--- config.mk ---
export PLATFORM = sky130hd
export DESIGN_NAME = adc_conversion_scaler
export DESIGN_NICKNAME = d
export VERILOG_FILES = /design/src/hdl/acs_pkg.sv /design/src/hdl/acs_front.sv /design/src/hdl/acs_queue.sv /design/src/hdl/acs_back.sv /design/src/hdl/adc_conversion_scaler.sv
export SDC_FILE = /design/constraint.sdc
export NUM_CORES = 1
export LEC_CHECK = 0
export BUFFER_PORTS_ARGS = -buffer_cell sky130_fd_sc_hd__buf_2
export CORE_AREA = 2 2 324 294
export CTS_BUF_LIST = sky130_fd_sc_hd__clkbuf_2
export DETAILED_ROUTE_END_ITERATION = 10
export DIE_AREA = 0 0 326 296
export GPL_TIMING_DRIVEN = 0
export PLACE_DENSITY = 0.56
export SYNTH_ARGS = -nofsm -noshare
export SYNTH_HDL_FRONTEND = slang
export SYNTH_HIERARCHICAL = 1
export SYNTH_SLANG_ARGS = --single-unit
export TNS_END_PERCENT = 100
--- constraint.sdc ---
create_clock -name i_clk -period 23.1 [get_ports i_clk]
set_input_delay 2.31 -clock i_clk [delete_from_list [all_inputs] [get_ports i_clk]]
set_output_delay 2.31 -clock i_clk [all_outputs]
set_load 0.05 [all_outputs]
--- src/hdl/acs_pkg.sv ---
// Shared types, constants and codes of the ADC conversion scaler.
// No dependencies; every module of the block imports this package.
package acs_pkg;

    // Store geometry
    localparam int NumChannels = 16;
    localparam int SampleBits  = 16;
    localparam int StoreW      = (SampleBits >= 16) ? 16 : SampleBits;
    localparam int ChFieldW    = 4;
    localparam int ChIdxW      = (NumChannels > 1) ? $clog2(NumChannels) : 1;

    // Datapath widths
    localparam int MvW    = 16;                 // millivolt fields and registers
    localparam int GainW  = 8;
    localparam int MagW   = StoreW + GainW;     // |pos - neg| * gain
    localparam int DivW   = MagW + 10;          // magnitude times the 10-bit scale
    localparam int DivCntW = $clog2(DivW);
    localparam int ResW   = 10;
    localparam int WordW  = 16;
    localparam int CfgIdxW = 2;

    // Queue between front and back
    localparam int QueueDepth = 2;
    localparam int QPtrW  = (QueueDepth > 1) ? $clog2(QueueDepth) : 1;
    localparam int QCntW  = $clog2(QueueDepth + 1);

    // Scaling constants
    localparam logic [MvW-1:0]  VrefDefault   = MvW'(3300);
    localparam logic [ResW-1:0] Scale9        = 10'h1ff;
    localparam logic [ResW-1:0] Scale10       = 10'h3ff;
    localparam logic [ResW-1:0] NegClip       = 10'h200;
    localparam int              AdjShift      = 6;
    localparam int              VccQuarterSh  = 2;   // VCC/4

    typedef enum logic [1:0] {
        OP_WRITE_CH   = 2'd0,
        OP_WRITE_TEMP = 2'd1,
        OP_CONVERT    = 2'd2,
        OP_IGNORE     = 2'd3
    } t_opcode;

    typedef enum logic [2:0] {
        MUX_SINGLE      = 3'd0,
        MUX_DIFF        = 3'd1,
        MUX_TEMP        = 3'd2,
        MUX_FIXED       = 3'd3,
        MUX_VCC_QUARTER = 3'd4
    } t_mux_kind;

    typedef enum logic [1:0] {
        REF_VCC   = 2'd0,
        REF_AREF  = 2'd1,
        REF_AVCC  = 2'd2,
        REF_FIXED = 2'd3
    } t_ref_kind;

    typedef enum logic [CfgIdxW-1:0] {
        CFG_VCC  = 2'd0,
        CFG_AREF = 2'd1,
        CFG_AVCC = 2'd2
    } t_cfg_index;

    typedef enum logic [1:0] {
        BS_IDLE = 2'd0,
        BS_DIV  = 2'd1,
        BS_DONE = 2'd2
    } t_back_state;

    typedef struct packed {
        logic [MvW-1:0] vcc;
        logic [MvW-1:0] aref;
        logic [MvW-1:0] avcc;
    } t_cfg;

    // One classified conversion waiting for the divider
    typedef struct packed {
        logic [MagW-1:0] mag;      // source magnitude before scaling
        logic            neg;      // result is negative (differential only)
        logic            is_diff;
        logic            bipolar;
        logic [MvW-1:0]  vref;     // never zero
        logic            missing;
        logic            adjust;
    } t_conv;

    typedef struct packed {
        logic busy;
    } t_front_stat;

    typedef struct packed {
        logic [QCntW-1:0] count;
        logic             full;
        logic             empty;
    } t_queue_stat;

    typedef struct packed {
        logic busy;
        logic finishing;
    } t_back_stat;

endpackage

--- src/hdl/acs_front.sv ---
// Front end: accepts requests, updates the channel store and temperature value,
// and turns conversions into a source magnitude plus reference. Uses acs_pkg.
module acs_front (
    input  logic                              i_clk,
    input  logic                              i_rst_n,
    input  logic                              i_in_valid,
    output logic                              o_in_ready,
    input  logic [1:0]                        i_opcode,
    input  logic [acs_pkg::ChFieldW-1:0]      i_channel,
    input  logic [acs_pkg::ChFieldW-1:0]      i_neg_channel,
    input  logic [15:0]                       i_sample,
    input  logic [2:0]                        i_mux_kind,
    input  logic [15:0]                       i_fixed_mv,
    input  logic [7:0]                        i_gain,
    input  logic [1:0]                        i_ref_kind,
    input  logic [15:0]                       i_ref_mv,
    input  logic                              i_bipolar,
    input  logic                              i_negate,
    input  logic                              i_left_adjust,
    input  acs_pkg::t_cfg                     i_cfg,
    output logic                              o_conv_valid,
    input  logic                              i_conv_ready,
    output acs_pkg::t_conv                    o_conv,
    output acs_pkg::t_front_stat              o_stat
);
    import acs_pkg::*;

    logic [StoreW-1:0]      mem [NumChannels];
    logic [NumChannels-1:0] r_ch_vld;
    logic [StoreW-1:0]      r_temp;

    logic                   r_a_valid;
    logic [StoreW-1:0]      r_a_pos, r_a_neg, r_a_temp;
    logic                   r_a_pos_ok, r_a_neg_ok;
    logic [2:0]             r_a_kind;
    logic [MvW-1:0]         r_a_fixed, r_a_ref_mv;
    logic [GainW-1:0]       r_a_gain;
    logic [1:0]             r_a_ref_kind;
    logic                   r_a_bipolar, r_a_negate, r_a_adjust;

    logic                   accept, conv_acc, pos_in_range, neg_in_range;
    logic [StoreW-1:0]      pos, neg, dmag;
    logic                   dsign;
    logic [GainW-1:0]       gain_eff;
    logic [MagW-1:0]        src;
    logic                   src_missing;
    logic [MvW-1:0]         sel;

    assign accept       = i_in_valid && o_in_ready;
    assign conv_acc     = accept && (i_opcode == OP_CONVERT);
    assign pos_in_range = ({1'b0, i_channel} < (ChFieldW+1)'(NumChannels));
    assign neg_in_range = ({1'b0, i_neg_channel} < (ChFieldW+1)'(NumChannels));
    assign o_in_ready   = !r_a_valid || i_conv_ready;

    // Channel store: one write port, two registered read ports
    always_ff @(posedge i_clk) begin
        if (accept && (i_opcode == OP_WRITE_CH) && pos_in_range) begin
            mem[i_channel[ChIdxW-1:0]] <= i_sample[StoreW-1:0];
        end
        if (conv_acc) begin
            r_a_pos <= mem[i_channel[ChIdxW-1:0]];
            r_a_neg <= mem[i_neg_channel[ChIdxW-1:0]];
        end
    end

    always_ff @(posedge i_clk) begin
        if (!i_rst_n) begin
            r_ch_vld <= '0;
            r_temp   <= '0;
        end else if (accept) begin
            if ((i_opcode == OP_WRITE_CH) && pos_in_range) begin
                r_ch_vld[i_channel[ChIdxW-1:0]] <= 1'b1;
            end
            if (i_opcode == OP_WRITE_TEMP) begin
                r_temp <= i_sample[StoreW-1:0];
            end
        end
    end

    // Stage A: conversion fields held until the queue takes them
    always_ff @(posedge i_clk) begin
        if (!i_rst_n) begin
            r_a_valid <= 1'b0;
        end else if (conv_acc) begin
            r_a_valid <= 1'b1;
        end else if (i_conv_ready) begin
            r_a_valid <= 1'b0;
        end
    end

    always_ff @(posedge i_clk) begin
        if (conv_acc) begin
            r_a_pos_ok   <= pos_in_range && r_ch_vld[i_channel[ChIdxW-1:0]];
            r_a_neg_ok   <= neg_in_range && r_ch_vld[i_neg_channel[ChIdxW-1:0]];
            r_a_temp     <= r_temp;
            r_a_kind     <= i_mux_kind;
            r_a_fixed    <= i_fixed_mv;
            r_a_gain     <= i_gain;
            r_a_ref_kind <= i_ref_kind;
            r_a_ref_mv   <= i_ref_mv;
            r_a_bipolar  <= i_bipolar;
            r_a_negate   <= i_negate;
            r_a_adjust   <= i_left_adjust;
        end
    end

    // Classify: source magnitude, sign and reference
    always_comb begin
        pos      = r_a_pos_ok ? r_a_pos : '0;
        neg      = r_a_neg_ok ? r_a_neg : '0;
        dsign    = (pos < neg);
        dmag     = dsign ? (neg - pos) : (pos - neg);
        gain_eff = (r_a_gain == '0) ? GainW'(1) : r_a_gain;
        src_missing = 1'b0;
        case (r_a_kind)
            MUX_SINGLE:      src = MagW'(pos);
            MUX_DIFF:        src = MagW'(dmag) * MagW'(gain_eff);
            MUX_TEMP:        src = MagW'(r_a_temp);
            MUX_FIXED:       src = MagW'(r_a_fixed);
            MUX_VCC_QUARTER: begin
                src         = MagW'(i_cfg.vcc >> VccQuarterSh);
                src_missing = (i_cfg.vcc == '0);
            end
            default:         src = '0;
        endcase
        case (r_a_ref_kind)
            REF_VCC:  sel = i_cfg.vcc;
            REF_AREF: sel = i_cfg.aref;
            REF_AVCC: sel = i_cfg.avcc;
            default:  sel = r_a_ref_mv;
        endcase
    end

    always_comb begin
        o_conv.mag     = src;
        o_conv.is_diff = (r_a_kind == MUX_DIFF);
        o_conv.neg     = (r_a_kind == MUX_DIFF) && (dsign ^ r_a_negate);
        o_conv.bipolar = r_a_bipolar;
        o_conv.vref    = (sel == '0) ? VrefDefault : sel;
        o_conv.missing = src_missing || (sel == '0);
        o_conv.adjust  = r_a_adjust;
    end

    assign o_conv_valid = r_a_valid;
    assign o_stat.busy  = r_a_valid;

endmodule

--- src/hdl/acs_queue.sv ---
// Short FIFO of classified conversions between front and back.
// Uses acs_pkg for the entry type and depth.
module acs_queue (
    input  logic                  i_clk,
    input  logic                  i_rst_n,
    input  logic                  i_push,
    input  acs_pkg::t_conv        i_push_data,
    input  logic                  i_pop,
    output acs_pkg::t_conv        o_head,
    output acs_pkg::t_queue_stat  o_stat
);
    import acs_pkg::*;

    t_conv            r_slot [QueueDepth];
    logic [QPtrW-1:0] r_wr_ptr, r_rd_ptr;
    logic [QCntW-1:0] r_count;

    always_ff @(posedge i_clk) begin
        if (i_push) begin
            r_slot[r_wr_ptr] <= i_push_data;
        end
    end

    always_ff @(posedge i_clk) begin
        if (!i_rst_n) begin
            r_wr_ptr <= '0;
            r_rd_ptr <= '0;
            r_count  <= '0;
        end else begin
            if (i_push) begin
                r_wr_ptr <= (r_wr_ptr == QPtrW'(QueueDepth - 1)) ? '0 : r_wr_ptr + 1'b1;
            end
            if (i_pop) begin
                r_rd_ptr <= (r_rd_ptr == QPtrW'(QueueDepth - 1)) ? '0 : r_rd_ptr + 1'b1;
            end
            case ({i_push, i_pop})
                2'b10:   r_count <= r_count + 1'b1;
                2'b01:   r_count <= r_count - 1'b1;
                default: r_count <= r_count;
            endcase
        end
    end

    assign o_head       = r_slot[r_rd_ptr];
    assign o_stat.count = r_count;
    assign o_stat.full  = (r_count == QCntW'(QueueDepth));
    assign o_stat.empty = (r_count == '0);

endmodule

--- src/hdl/acs_back.sv ---
// Back end: scales a queued conversion, divides it by the reference one
// quotient bit per cycle, clips and formats the result. Uses acs_pkg.
module acs_back (
    input  logic                  i_clk,
    input  logic                  i_rst_n,
    input  logic                  i_head_valid,
    input  acs_pkg::t_conv        i_head,
    output logic                  o_pop,
    output logic                  o_out_valid,
    input  logic                  i_out_ready,
    output logic [15:0]           o_result_word,
    output logic                  o_clipped,
    output logic                  o_missing_supply,
    output acs_pkg::t_back_stat   o_stat
);
    import acs_pkg::*;

    t_back_state        r_state, n_state;
    logic [DivW-1:0]    r_dq;       // dividend shifts out, quotient shifts in
    logic [MvW-1:0]     r_rem;
    logic [MvW-1:0]     r_vref;
    logic [DivCntW-1:0] r_cnt;
    logic               r_neg, r_is_diff, r_bipolar, r_missing, r_adjust;
    logic               r_out_valid;

    logic               load, step, last, out_load;
    logic [DivW-1:0]    scaled;
    logic [MvW:0]       rem_sh;
    logic               qbit;
    logic [ResW-1:0]    val, q_lo, q_neg;
    logic               clip, over9, over10;

    // Next state
    always_comb begin
        n_state = r_state;
        case (r_state)
            BS_IDLE: if (i_head_valid) n_state = BS_DIV;
            BS_DIV:  if (last) n_state = BS_DONE;
            BS_DONE: if (!r_out_valid || i_out_ready) n_state = BS_IDLE;
            default: n_state = BS_IDLE;
        endcase
    end

    // Control outputs
    always_comb begin
        load     = 1'b0;
        step     = 1'b0;
        out_load = 1'b0;
        case (r_state)
            BS_IDLE: load = i_head_valid;
            BS_DIV:  step = 1'b1;
            BS_DONE: out_load = !r_out_valid || i_out_ready;
            default: ;
        endcase
    end

    assign o_pop            = load;
    assign last             = (r_cnt == DivCntW'(DivW - 1));
    assign o_stat.busy      = (r_state != BS_IDLE);
    assign o_stat.finishing = (r_state == BS_DONE);

    always_ff @(posedge i_clk) begin
        if (!i_rst_n) begin
            r_state <= BS_IDLE;
        end else begin
            r_state <= n_state;
        end
    end

    // magnitude * 511 or * 1023 by shift and subtract
    always_comb begin
        if (i_head.is_diff && i_head.bipolar) begin
            scaled = DivW'({i_head.mag, 9'b0}) - DivW'(i_head.mag);
        end else begin
            scaled = DivW'({i_head.mag, 10'b0}) - DivW'(i_head.mag);
        end
        rem_sh = {r_rem, r_dq[DivW-1]};
        qbit   = (rem_sh >= {1'b0, r_vref});
    end

    always_ff @(posedge i_clk) begin
        if (load) begin
            r_dq      <= scaled;
            r_rem     <= '0;
            r_cnt     <= '0;
            r_vref    <= i_head.vref;
            r_neg     <= i_head.neg;
            r_is_diff <= i_head.is_diff;
            r_bipolar <= i_head.bipolar;
            r_missing <= i_head.missing;
            r_adjust  <= i_head.adjust;
        end else if (step) begin
            r_rem <= qbit ? MvW'(rem_sh - {1'b0, r_vref}) : MvW'(rem_sh);
            r_dq  <= {r_dq[DivW-2:0], qbit};
            r_cnt <= r_cnt + 1'b1;
        end
    end

    // Clip and encode; r_dq holds the truncated quotient magnitude here
    always_comb begin
        q_lo   = r_dq[ResW-1:0];
        q_neg  = ResW'(0) - q_lo;
        over9  = (r_dq > DivW'(Scale9));
        over10 = (r_dq > DivW'(Scale10));
        clip   = 1'b0;
        val    = q_lo;
        if (!r_is_diff) begin
            clip = over10;
            val  = over10 ? Scale10 : q_lo;
        end else if (r_bipolar) begin
            clip = over9;
            if (r_neg) begin
                val = over9 ? NegClip : q_neg;
            end else begin
                val = over9 ? Scale9 : q_lo;
            end
        end else begin
            clip = over10 || (r_neg && (r_dq != '0));
            val  = clip ? Scale9 : q_lo;
        end
    end

    always_ff @(posedge i_clk) begin
        if (!i_rst_n) begin
            r_out_valid <= 1'b0;
        end else if (out_load) begin
            r_out_valid <= 1'b1;
        end else if (i_out_ready) begin
            r_out_valid <= 1'b0;
        end
    end

    always_ff @(posedge i_clk) begin
        if (out_load) begin
            o_result_word    <= r_adjust ? {val, AdjShift'(0)} : WordW'(val);
            o_clipped        <= clip;
            o_missing_supply <= r_missing;
        end
    end

    assign o_out_valid = r_out_valid;

endmodule

--- src/hdl/adc_conversion_scaler.sv ---
// Top level of the ADC conversion scaler: configuration registers, front end,
// queue and divider back end. Depends on acs_pkg, acs_front, acs_queue, acs_back.
//
// Usage:
//  - Input channel (i_in_valid/o_in_ready): each request either writes a
//    channel sample (opcode 0), writes the temperature value (opcode 1), or
//    starts a conversion (opcode 2). Writes produce no output; opcode 3 is dropped.
//  - Output channel (o_out_valid/i_out_ready): one request per conversion with
//    the 16-bit ADC word, a clip flag and a missing-supply flag, in order.
//  - Config channel (i_cfg_valid/o_cfg_ready, always ready): index 0 VCC,
//    1 AREF, 2 AVCC in mV; other indices are ignored. Write only while idle.
//  - The bit-serial divider yields a 34-bit quotient and takes a new conversion
//    only after it has finished and handed off the last one.
//  - The two-entry queue lets the front keep taking requests while the divider
//    works or a result waits; when the receiver stalls the divider holds its
//    finished result, then the queue fills, then o_in_ready drops.
//  - Synchronous active-low reset clears config registers, the channel store
//    (all channels read zero), the temperature value and all handshakes.
module adc_conversion_scaler (
    input  logic        i_clk,
    input  logic        i_rst_n,
    // configuration writes
    input  logic        i_cfg_valid,
    output logic        o_cfg_ready,
    input  logic [1:0]  i_cfg_index,
    input  logic [15:0] i_cfg_data,
    // input requests
    input  logic        i_in_valid,
    output logic        o_in_ready,
    input  logic [1:0]  i_opcode,
    input  logic [3:0]  i_channel,
    input  logic [3:0]  i_neg_channel,
    input  logic [15:0] i_sample,
    input  logic [2:0]  i_mux_kind,
    input  logic [15:0] i_fixed_mv,
    input  logic [7:0]  i_gain,
    input  logic [1:0]  i_ref_kind,
    input  logic [15:0] i_ref_mv,
    input  logic        i_bipolar,
    input  logic        i_negate,
    input  logic        i_left_adjust,
    // results
    output logic        o_out_valid,
    input  logic        i_out_ready,
    output logic [15:0] o_result_word,
    output logic        o_clipped,
    output logic        o_missing_supply
);
    import acs_pkg::*;

    t_cfg        r_cfg;
    t_conv       conv, head;
    logic        conv_valid, push, pop;
    t_front_stat fstat;
    t_queue_stat qstat;
    t_back_stat  bstat;

    assign o_cfg_ready = 1'b1;

    // Config registers; unknown indices fall through untouched
    always_ff @(posedge i_clk) begin
        if (!i_rst_n) begin
            r_cfg <= '0;
        end else if (i_cfg_valid) begin
            case (t_cfg_index'(i_cfg_index))
                CFG_VCC:  r_cfg.vcc  <= i_cfg_data;
                CFG_AREF: r_cfg.aref <= i_cfg_data;
                CFG_AVCC: r_cfg.avcc <= i_cfg_data;
                default:  r_cfg <= r_cfg;
            endcase
        end
    end

    acs_front u_front (
        .i_clk         (i_clk),
        .i_rst_n       (i_rst_n),
        .i_in_valid    (i_in_valid),
        .o_in_ready    (o_in_ready),
        .i_opcode      (i_opcode),
        .i_channel     (i_channel),
        .i_neg_channel (i_neg_channel),
        .i_sample      (i_sample),
        .i_mux_kind    (i_mux_kind),
        .i_fixed_mv    (i_fixed_mv),
        .i_gain        (i_gain),
        .i_ref_kind    (i_ref_kind),
        .i_ref_mv      (i_ref_mv),
        .i_bipolar     (i_bipolar),
        .i_negate      (i_negate),
        .i_left_adjust (i_left_adjust),
        .i_cfg         (r_cfg),
        .o_conv_valid  (conv_valid),
        .i_conv_ready  (!qstat.full),
        .o_conv        (conv),
        .o_stat        (fstat)
    );

    assign push = conv_valid && !qstat.full;

    acs_queue u_queue (
        .i_clk       (i_clk),
        .i_rst_n     (i_rst_n),
        .i_push      (push),
        .i_push_data (conv),
        .i_pop       (pop),
        .o_head      (head),
        .o_stat      (qstat)
    );

    acs_back u_back (
        .i_clk            (i_clk),
        .i_rst_n          (i_rst_n),
        .i_head_valid     (!qstat.empty),
        .i_head           (head),
        .o_pop            (pop),
        .o_out_valid      (o_out_valid),
        .i_out_ready      (i_out_ready),
        .o_result_word    (o_result_word),
        .o_clipped        (o_clipped),
        .o_missing_supply (o_missing_supply),
        .o_stat           (bstat)
    );

`ifndef SYNTHESIS
    // Queue occupancy never passes its depth
    a_queue_bound: assert property (@(posedge i_clk) disable iff (!i_rst_n)
        qstat.count <= QCntW'(QueueDepth))
        else $error("conversion queue overflow");

    // An accepted conversion is held in the front stage on the next cycle
    a_conv_captured: assert property (@(posedge i_clk) disable iff (!i_rst_n)
        (i_in_valid && o_in_ready && (i_opcode == OP_CONVERT)) |=> fstat.busy)
        else $error("accepted conversion was lost in the front end");

    // A new result only appears right after the divider finished
    a_out_source: assert property (@(posedge i_clk) disable iff (!i_rst_n)
        $rose(o_out_valid) |-> $past(bstat.finishing))
        else $error("result shown without a finished division");

    // Clipped results always carry one of the clip codes
    a_clip_code: assert property (@(posedge i_clk) disable iff (!i_rst_n)
        (o_out_valid && o_clipped) |->
            (o_result_word == WordW'(Scale9)) || (o_result_word == WordW'(Scale10)) ||
            (o_result_word == WordW'(NegClip)) ||
            (o_result_word == {Scale9, AdjShift'(0)}) ||
            (o_result_word == {Scale10, AdjShift'(0)}) ||
            (o_result_word == {NegClip, AdjShift'(0)}))
        else $error("clipped result with a non-clip code");
`endif

endmodule

# Yosys cells after proc, flatten, opt, wreduce, memory -nomap -nowiden
# Memories as Yosys holds them, arrays and structs flattened. A register that Yosys moved wholly into a read port is not among the register bits.
# Index checks and enable logic that the tools add are counted.
# op_classes
n_mux	48
reduce_logical	35
bitwise_logic	2
mul	1
n_lt_le_gt_ge	7
n_addsub	11
eq_ne	20
# op_table
operator	count
24-bit one-hot mux with 5 select lines	1
34-bit 2-to-1 mux	3
10-bit 2-to-1 mux	8
16-bit 2-to-1 mux	5
16-bit one-hot mux with 3 select lines	1
16-bit subtractor	3
34-bit by 10-bit > comparator with 1-bit output (second input constant)	1
34-bit by 9-bit > comparator with 1-bit output (second input constant)	1
34-bit nonzero test	1
33-bit by 24-bit subtractor with 34-bit output	1
34-bit by 24-bit subtractor with 34-bit output	1
16-bit zero test	2
16-bit by 8-bit multiplier with 24-bit output	1
1-bit 2-to-1 mux	21
17-bit by 16-bit greater-or-equal comparator with 1-bit output	1
16-bit < comparator	1
16-bit bitwise OR	1
2-bit equality test (second input constant)	6
2-bit by 1-bit equality test with 1-bit output (second input constant)	5
2-bit zero test	5
4-bit by 5-bit < comparator with 1-bit output (second input constant)	2
2-bit AND reduction	5
1-bit by 10-bit subtractor with 10-bit output (first input constant)	1
1-bit binary-select mux with 4-bit select	2
other kinds (24)	45
# word_totals
mem_bits_rw	346
inputBits	97
n_memories	2
reg_bits	249
wordCells	162
output_inout_bits	21
# memory_table
memory	depth	word_bits	rd	rd_ports_with_merged_regs	wr	line	source
u_front.mem	16	16	2	2	1	acs_front.sv:28	logic [StoreW-1:0] mem [NumChannels];
u_queue.r_slot	2	45	1	1	1	acs_queue.sv:14	t_conv r_slot [QueueDepth];

# Depth between registers and ports, before layout
# Gate-level depths: netlist of the first run.
# logic_depth
word_depth	7
depth_mapped	31
ltp_nobuf	27

# Hierarchy
# The synthesis of the first run kept the hierarchy.
# modules_own_cells
module	cells_per_inst	area_each_um2	instances	seq_area_each_um2
acs_front	1671	23298.6	1	11290.8
acs_back	762	6566.3	1	2692.6
acs_queue	162	3450.8	1	2802.7
adc_conversion_scaler	181	1859.3	1	960.9

# Worst setup path before layout of the first run
# Ideal clock, no wire load.
# synth_path
kind	input to register
start	input port i_in_valid
end	register u_front.r_a_adjust (enable)
setup_ns	0.698
n_path_buf	0
t_required_ns	22.402
path_slack_ns	12.771
arrival_ns	9.632
stages	2
cell_sequence	nand2_1 > nor3b_1
# synth_between
elab_chain_len	2
# synth_rtl
element	line	source
from (decl)	adc_conversion_scaler.sv:28	input logic i_in_valid,
1-bit logical AND	acs_front.sv:49	assign accept = i_in_valid && o_in_ready;
1-bit logical AND	acs_front.sv:50	assign conv_acc = accept && (i_opcode == OP_CONVERT);
via u_front.conv_acc	acs_front.sv:41	logic accept, conv_acc, pos_in_range, neg_in_range;
to (signal assigned)	acs_front.sv:103	r_a_adjust <= i_left_adjust;
to (decl)	acs_front.sv:39	logic r_a_bipolar, r_a_negate, r_a_adjust;
# The timed path passes the listed nets, and every way through them passes these cells.
# A chain may end at the register's enable or synchronous reset.

==> results of run 1 <==
flip-flops by register name, indices dropped and copies added, names as in the netlist, 3 cells and up, named ones only:
signal and flops:
u_front/mem 256, u_queue/r_slot 90, r_cfg 48, u_back/r_dq 34, u_back/o_result_word 16, u_back/r_rem 16
u_back/r_vref 16, u_front/r_a_fixed 16, u_front/r_a_neg 16, u_front/r_a_pos 16, u_front/r_a_ref_mv 16, u_front/r_a_temp 16
u_front/r_ch_vld 16, u_front/r_temp 16, u_front/r_a_gain 8, u_back/r_cnt 6, u_front/r_a_kind 3
layout make-up:
type                    instances  area, um2
flip-flops and latches        628      17700
plain buffers                 149        702
clock buffers                 237       1190
fillers                      8745      54100
well taps                    1253       1570
diodes                          7       17.5
clock inverters                47        358
multi-input cells            1793      16000
inverters                     203        762
repair buffers                143       1090
through the flow:
step / cells / setup WS (ps) / instance area, um2 / utilization, % / hold WS (ps)
floorplan: 2773 / 12770 / 35200 / - / 400
global placement: 4135 / 9340 / 37300 / 39.8 / 402
detailed placement: 4168 / 14630 / 37900 / 40.5 / 420
CTS: 4452 / 14680 / 39400 / 42.1 / 391
global route: 4459 / 13990 / 39400 / 42.1 / 418
finish: 4460 / 14740 / 39400 / 42.2 / 401
path summary, 6_finish.rpt:
kind	from	endpoint	slack [ps]	depth (start not counted)
setup reg to reg	u_front/r_a_pos_ok	u_queue/r_slot[0][36]	14740	28
hold reg to reg	u_front/r_temp[7]	u_front/r_a_temp[7]	400	0
hold / removal	u_front/r_temp[7]	u_front/r_a_temp[7]	400	0
setup / recovery	u_front/r_a_pos_ok	u_queue/r_slot[0][36]	14740	28
per-layer routing:
metal	share of wire [%]	routed length [um]	vias up	GRT usage, %
li1	-	-	10900	-
met1	42	40900	11900	25.8
met2	48	47100	891	33.5
met3	6.5	6420	219	4.09
met4	3.9	3870	6	9.41
met5	0.042	41	-	0
placed cells by master (no fill, tap or decap), drive strengths merged, types with 21 or more instances in the layout:
master  count
nand3      23
clkbuf    341
nor3       32
mux4      186
buf       188
o21ai      98
a21o       35
xor2       24
fa         87
ha        109
edfxtp    517
nand2b     47
xnor2      41
a21oi      97
nor2b      36
nand2     357
inv       209
and2       69
mux2i      73
o211ai     27
a21boi     21
nor2      126
dfxtp     111
o21a       38
mux2       63
clkinv     32
worst reg2reg max path: cells and delay by family (launching register included):
family                     cells  cell delay [ps]
and+or+nand+nor                3              460
buffers and inverters          7              830
muxes                          1              120
adders and majority gates      8             3190
AOI/OAI and AO/OA              8             2650
xor gates and xnor gates       1              570
DFF                            1              360
power by group:
| group | switching [mW] | internal [mW] | leakage [nW] | total (mW) |
|---|---|---|---|---|
| Clock | 0.469 | 0.334 | 1.15 | 0.803 |
| Sequential | 0.0526 | 1.34 | 5.63 | 1.40 |
| Combinational | 0.839 | 0.557 | 8.19 | 1.40 |
| Total | 1.36 | 2.24 | 15.0 | 3.60 |
==> results_dict.tcl, run 1 <==
set metrics [dict create \
    cts_root_buf "clkbuf_2" \
    overflow 0 \
    fin_crit_sh_pct 36.2 \
    syn_avg_cell_area_um2 12.7 \
    die_h_um 296 \
    syn_to_final_growth_pct 12.2 \
    die_width_um 326 \
    crit_family "adder cells" \
    cts_setup_buffers 0 \
    cts_num_sinks 628 \
    maxCapViolations 0 \
    path_clk_slew_ps 90 \
    nets 3371 \
    peakVddDrop_mv 0.0614 \
    p_per_area_nw_per_um2 91.2 \
    cts_hold_buffers 0 \
    grt_usage_pct 20.3 \
    grt_pass1_vias 24700 \
    dieArea_um2 96500 \
    cts_buffer_depth 3 \
    boundaryPins 118 \
    ant_nets 0 \
    clock_skew_ps 81.9 \
    cts_resized 0 \
    end_kind "flip-flop" \
    status "finished clean" \
    slew_violations 0 \
    grt_pass1_wl_mm 148 \
    syn-cell-area_um2 35200 \
    cp-start-kind "flip-flop" \
    num_vias 23900 \
    min_path_type "reg2reg" \
    critPathKind "reg2reg" \
    dr.pass1.iters 7 \
    dp_hpwl_mm 73.3 \
    finalCriticalPeriod_ps 8360 \
    drive_above_1_share_pct 22.9 \
    slowest_delay_ps 710 \
    clock_latency_ps 1410 \
    setup_tns_ps 0 \
    viasPerCell 5.36 \
    final_hold_viol_count 0 \
    place.gp.congestion 0.862 \
    cp.required_ps 24230 \
    worstPathArrival_ps 9490 \
    start_util_pct 37.6 \
    io_buffers 109 \
    wl_per_cell_um 22.1 \
    synth.yosys.warnings 6 \
    critPathBufInv 7 \
    max-slew-margin-rel_pct 12.0 \
    clock.fmax_mhz 120 \
    cts_tree "built" \
    antenna_found_initial 8 \
    drcViolationCount 0 \
    rsz0062_at_grt "no" \
    drt_first_iter_violations 1892 \
    totalWireLength_mm 98.3 \
    rows 107 \
    syn_nets 3066 \
    setup_viol 0 \
    cts_buffers 160 \
    tightest_slew_ps 1320 \
    htree_levels 4 \
    core-area_um2 93600 \
    syn_inst 2773 \
    grt_max_degree 35 \
    total_power_mw 3.60 \
    cp_max_fo 10 \
    leakagePower_nw 15.0 \
    critPathSlowestCell "a2111oi_0" \
]
Note: power is estimated with default switching activity, not from simulation.
==> run 2: changes to the inputs <==
Settings changed: PLACE_DENSITY 0.56 to 0.58.
Clock period 23.1 ns to 6.9 ns, I/O delays scaled along.
==> run 2 against run 1 <==
The run now ends with setup timing left. Final area rose by 8.4%. Register-to-register slack got worse by 15000 ps. First-iteration DRC count rose by 15%. Sequential power rose to 3.3 times the previous value. Via count rose by 3.7%. Global-route usage barely moved. Non-clock buffer count rose by 250. Wire length rose by 1.0%. Setup slack got worse by 15000 ps. Flip-flop and latch count did not move. Total power rose to 3.8 times the previous value. Critical path type unchanged. Largest cell class unchanged. Largest power group is now combinational cells. Highest routed layer is now met4.
==> results_dict.tcl, run 2 (synthesis results as in run 1) <==
set metrics [dict create \
    place.gp.congestion 0.863 \
    totalWireLength_mm 99.4 \
    clock.fmax_mhz 142 \
    rsz0062_at_grt "yes" \
    total_power_mw 13.7 \
    rows 107 \
    critPathSlowestCell "fa_1" \
    ant_nets 0 \
    wl_per_cell_um 21.1 \
    dp_hpwl_mm 70.2 \
    cp_max_fo 6 \
    layout_setup_ws_ps -158 \
    layout_common_cells "edfxtp_1 (517), nand2_1 (341), clkbuf_2 (225)" \
    p_per_area_nw_per_um2 320 \
    maxCapViolations 0 \
    min_path_type "in2reg" \
    grt_pass1_vias 25000 \
    dr.pass1.iters 7 \
    r2r_cells 34 \
    tightest_slew_ps 1310 \
    drt_first_iter_violations 2170 \
    die_width_um 326 \
    cts_buffers 158 \
    viasPerCell 5.26 \
    largest_reg_flops 256 \
    cts_tree "built" \
    overflow 0 \
    final_hold_viol_count 0 \
    n_fill_cell 8526 \
    setup_viol 12 \
    worstPathArrival_ps 8150 \
    r2r-start "u_front/r_a_pos_ok" \
    min_path_cells 4 \
    cp-start-kind "flip-flop" \
    peakVddDrop_mv 0.364 \
    violations "setup timing" \
    io_buffers 109 \
    design_area_um2 42800 \
    dieArea_um2 96500 \
    finalCriticalPeriod_ps 7060 \
    r2r-end "u_queue/r_slot[0][44]" \
    syn_to_final_growth_pct 21.6 \
    die_h_um 296 \
    cp.required_ps 8000 \
    place_area_um2 37700 \
    path_common_cell "buf_6" \
    hold_start "i_cfg_data[11]" \
    grt_pass1_wl_mm 148 \
    boundaryPins 118 \
    leakagePower_nw 16.2 \
    max-slew-margin-rel_pct 12.8 \
    num_vias 24800 \
    nets 3619 \
    fin_crit_sh_pct 102 \
    path_clk_slew_ps 110 \
    final_cells 4716 \
    start_util_pct 37.6 \
    clock_skew_ps 133 \
    fin_util_pct 45.7 \
    holdWs_ps 180 \
    critPathKind "reg2reg" \
    antenna_found_initial 2 \
    dpl_worst_slack_ps -1350 \
    grt_max_degree 35 \
    clock_latency_ps 1400 \
    core-area_um2 93600 \
    reg2reg_slack_ps -160 \
    slowest_delay_ps 560 \
    cts_buffer_depth 3 \
    drive_above_1_share_pct 28.0 \
    grt_usage_pct 20.4 \
    htree_levels 4 \
    dpl.cell_count 4159 \
    cts_root_buf "clkbuf_2" \
    hold_end "r_cfg[11]" \
    slew_violations 0 \
    setup_tns_ps -762 \
    layout_commonest_cell "edfxtp_1" \
    status "complete, but fails checks" \
    drcViolationCount 0 \
    end_kind "flip-flop" \
    cts_num_sinks 628 \
]
[run 2: changes by cell type in the layout (fill, tap and decap cells not counted), moves of 15 or more]
cell           previous run  this run
inv_2                     2        24
ha_1                    109        83
dlygate4sd3_1             0       160
nand2_1                 356       341
inv_1                   203       181
clkinv_1                 25        45
ha_4                      0        26
o21ai_0                  97        82
buf_4                     9        89
[run 2: report_power, final]
part	total, mW	internal [mW]	switching [mW]
registers	4.68	4.50	0.175
clock network	2.55	0.944	1.61
logic	6.45	2.97	3.48
total	13.7	8.42	5.26
[run 2: worst max path at each step]
stage	start	end	slack, ps	cells past startpoint
5_1_grt	u_front/r_a_pos_ok	u_queue/r_slot[0][44]	-390	34
2_1_floorplan	u_front/r_a_pos_ok	u_queue/r_slot[0][36]	4	28
4_1_cts	u_front/r_a_pos_ok	u_queue/r_slot[0][36]	-70	28
3_3_place_gp	u_front/r_a_pos_ok	u_queue/r_slot[0][44]	-1310	27
3_5_place_dp	u_front/r_a_pos_ok	u_queue/r_slot[0][44]	-1350	27
6_report	u_front/r_a_pos_ok	u_queue/r_slot[0][44]	-160	34
[run 2: timing repair]
item,in CTS,in global routing
endpoints found under the hold margin,494,0
cloned,2,0
resized for setup,107,139
pin swaps,46,81
buffers inserted,49,52
hold buffers,160,0
setup endpoints to repair,34,28
[run 2: final cells by class]
type / instances / area [um2] / area share [%]
multi-input cells: 1793 / 17000 / 39.8
repair buffers: 397 / 3420 / 7.99
well taps: 1253 / 1570 / 3.67
diodes: 4 / 10.0 / 0.0234
clock inverters: 69 / 354 / 0.828
plain buffers: 145 / 753 / 1.76
clock buffers: 224 / 1120 / 2.62
inverters: 203 / 762 / 1.78
flip-flops and latches: 628 / 17700 / 41.5
[run 2: critical path, delay by kind of cell, from the launching register on]
| kind | cells | cell delay, ps |
|---|---|---|
| adders and majority gates | 6 | 2570 |
| buffers and inverters | 14 | 1460 |
| AOI/OAI and AO/OA | 8 | 1420 |
| DFF | 1 | 410 |
| xor gates and xnor gates | 1 | 180 |
| and+or+nand+nor | 4 | 410 |
| muxes | 1 | 330 |
[run 2: metal layers]
layer	part of all wire (%)	routed length, um	vias to the layer above	track usage, %
met4	3.1	3090	0	7.91
met2	48	48100	854	33.8
met1	42	41600	12300	26.2
li1	-	-	11400	-
met3	6.6	6550	186	4.25
met5	0	0	-	0
==> run 3: changes to the inputs <==
Settings changed: BUFFER_PORTS_ARGS -buffer_cell sky130_fd_sc_hd__buf_2 to not set, CELL_PAD_IN_SITES_DETAIL_PLACEMENT set to 2, CELL_PAD_IN_SITES_GLOBAL_PLACEMENT set to 2, DONT_BUFFER_PORTS set to 1, PLACE_DENSITY 0.58 to 0.74.
==> run 3 against run 2 <==
First-iteration DRC count decreased by 0.41%. Total power up 7.1%. Via count rose by 5.9%. The flow still finishes with violations (setup timing). Critical path depth shrank 3. Combinational power rose by 12%. Fmax down 1.7%. Die area unchanged. Core utilization decreased by 0.44 points. Non-clock buffer count fell by 109. Cell count shrank 2.2%. Register-to-register slack worse by 120 ps. Critical path type unchanged. Critical endpoint unchanged. Highest routed layer is now met5. Flip-flop and latch count did not move.
==> results_dict.tcl, run 3 (synthesis results as in run 1) <==
set metrics [dict create \
    boundaryPins 118 \
    die_h_um 296 \
    max-slew-margin-rel_pct 9.75 \
    grt_usage_pct 27.1 \
    clock_latency_ps 1520 \
    pwr-share-comb_pct 49.4 \
    clock.fmax_mhz 139 \
    nets 3515 \
    critPathSlowestCell "fa_1" \
    leakagePower_nw 15.8 \
    viasPerCell 5.69 \
    num_vias 26200 \
    final_hold_viol_count 0 \
    reg2reg_slack_ps -280 \
    overflow 0 \
    min_path_type "in2reg" \
    design_area_um2 42300 \
    clkPwrFrac_pct 18.6 \
    core-area_um2 93600 \
    intPower_mw 8.60 \
    ant_nets 0 \
    cp.required_ps 8080 \
    cts_buffer_depth 3 \
    clock_skew_ps 147 \
    io_buffers 0 \
    cts_tree "built" \
    tightest_slew_ps 1350 \
    r2r_cells 31 \
    status "complete, but fails checks" \
    rows 107 \
    syn_to_final_growth_pct 20.4 \
    layout_commonest_cell "edfxtp_1" \
    setup_tns_ps -3370 \
    final_cells 4614 \
    slew_violations 0 \
    cts_root_buf "clkbuf_2" \
    min_path_cells 3 \
    dr.pass1.iters 6 \
    critPathKind "reg2reg" \
    swShare_pct 41.3 \
    cp_max_fo 7 \
    totalWireLength_mm 133 \
    cp-start-kind "flip-flop" \
    place_area_um2 37300 \
    dieArea_um2 96500 \
    drt_first_iter_violations 2161 \
    sequentialPowerShare_pct 32.1 \
    dp_hpwl_mm 85.5 \
    peakVddDrop_mv 0.321 \
    layout_setup_ws_ps -281 \
    cts_buffers 163 \
    start_util_pct 37.6 \
    r2r-end "u_queue/r_slot[0][44]" \
    drive_above_1_share_pct 25.9 \
    grt_pass1_wl_mm 193 \
    path_common_cell "buf_6" \
    finalCriticalPeriod_ps 7180 \
    antenna_found_initial 8 \
    hold_end "u_front/r_a_neg_ok" \
    die_width_um 326 \
    end_kind "flip-flop" \
    rsz0062_at_grt "yes" \
    dpl.cell_count 4050 \
    setup_viol 23 \
    maxCapViolations 0 \
    cts_num_sinks 628 \
    hold_start "i_neg_channel[1]" \
    slowest_delay_ps 570 \
    p_per_area_nw_per_um2 346 \
    r2r-start "u_front/r_a_pos_ok" \
    wl_per_cell_um 28.8 \
    worstPathArrival_ps 8360 \
    fin_crit_sh_pct 104 \
    grt_pass1_vias 29400 \
    largest_reg_flops 256 \
    htree_levels 4 \
    total_power_mw 14.7 \
    violations "setup timing" \
    grt_max_degree 35 \
    layout_common_cells "edfxtp_1 (517), nand2_1 (338), clkbuf_2 (245)" \
    place.gp.congestion 0.843 \
    drcViolationCount 0 \
    netSwitchingPower_mw 6.06 \
    path_clk_slew_ps 110 \
]
## run 3: changes by cell type in the layout (fill, tap and decap cells not counted), moves of 6 or more
cell / change
buf_2: -109
clkbuf_2: +20
clkinv_1: -12
buf_8: -8
inv_1: +8
buf_16: +7
diode_2: +7
buf_6: -6
dlygate4sd3_1: +6
inv_2: -6
## run 3: power by group through the flow
stage                     registers (mW)  clock network [mW]  logic [mW]
after CTS                           4.70                2.67        5.94
after detailed placement            4.79                   0        4.90
after global routing                4.73                2.96        7.79
final                               4.70                2.72        7.24
after floorplan                     4.70                   0        3.48
after global placement              4.77                   0        4.60
## run 3: stage by stage
step | setup slack, ps | util [%] | hold WS (ps)
2_1_floorplan | 4.23 | - | 400
3_3_place_gp | -1490 | 39.3 | 406
3_5_place_dp | -1700 | 39.9 | 417
4_1_cts | 8.24 | 44.5 | 3.98
5_1_grt | -535 | 45.2 | 78.8
6_report | -281 | 45.2 | 187
## run 3: layout make-up
cell class / count / area [um2]
multi-input combinational: 1793 / 17100
clock inverter: 49 / 221
inverter: 203 / 762
tap: 1253 / 1570
antenna: 11 / 27.5
sequential: 628 / 17700
buffer: 146 / 778
clock buffer: 244 / 1220
fill: 9196 / 51200
timing repair buffer: 287 / 2950
## run 3: repair_timing
action                                  4_1_cts  5_1_grt
pin swaps                                    74       75
hold buffers                                166        0
gates resized for setup                     166       78
hold endpoints to repair                    729        0
gates cloned                                  1        0
endpoints found under the setup margin       40       30
setup buffers                                64       32
## run 3: metal layers
layer  wire, um  up-vias  track usage, %  share of wire, %
li1           -    11200               -                 -
met1      49200    13500            30.5                37
met3       9080      376            6.54               6.8
met2      68100     1124            47.7                51
met4       6690        4            14.2               5.0
met5         22        -               0             0.017
## run 3: critical path, delay by kind of cell, from the launching register on
kind	cells	cell delay [ps]
AO/OA/AOI/OAI	6	1530
XOR/XNOR	2	350
adder cells (fa/ha/maj)	8	2660
buffers and inverters	10	1340
flip-flops	1	390
multiplexers	1	270
AND/OR/NAND/NOR	4	370
## run 3: worst max-delay path by stage
stage	start	end
2_1_floorplan	u_front/r_a_pos_ok	u_queue/r_slot[0][36]
6_report	u_front/r_a_pos_ok	u_queue/r_slot[0][44]
5_1_grt	u_front/r_a_pos_ok	u_queue/r_slot[0][44]
4_1_cts	u_front/r_a_neg_ok	u_queue/r_slot[0][44]
3_5_place_dp	u_front/r_a_pos_ok	u_queue/r_slot[1][44]
3_3_place_gp	u_front/r_a_pos_ok	u_queue/r_slot[0][44]
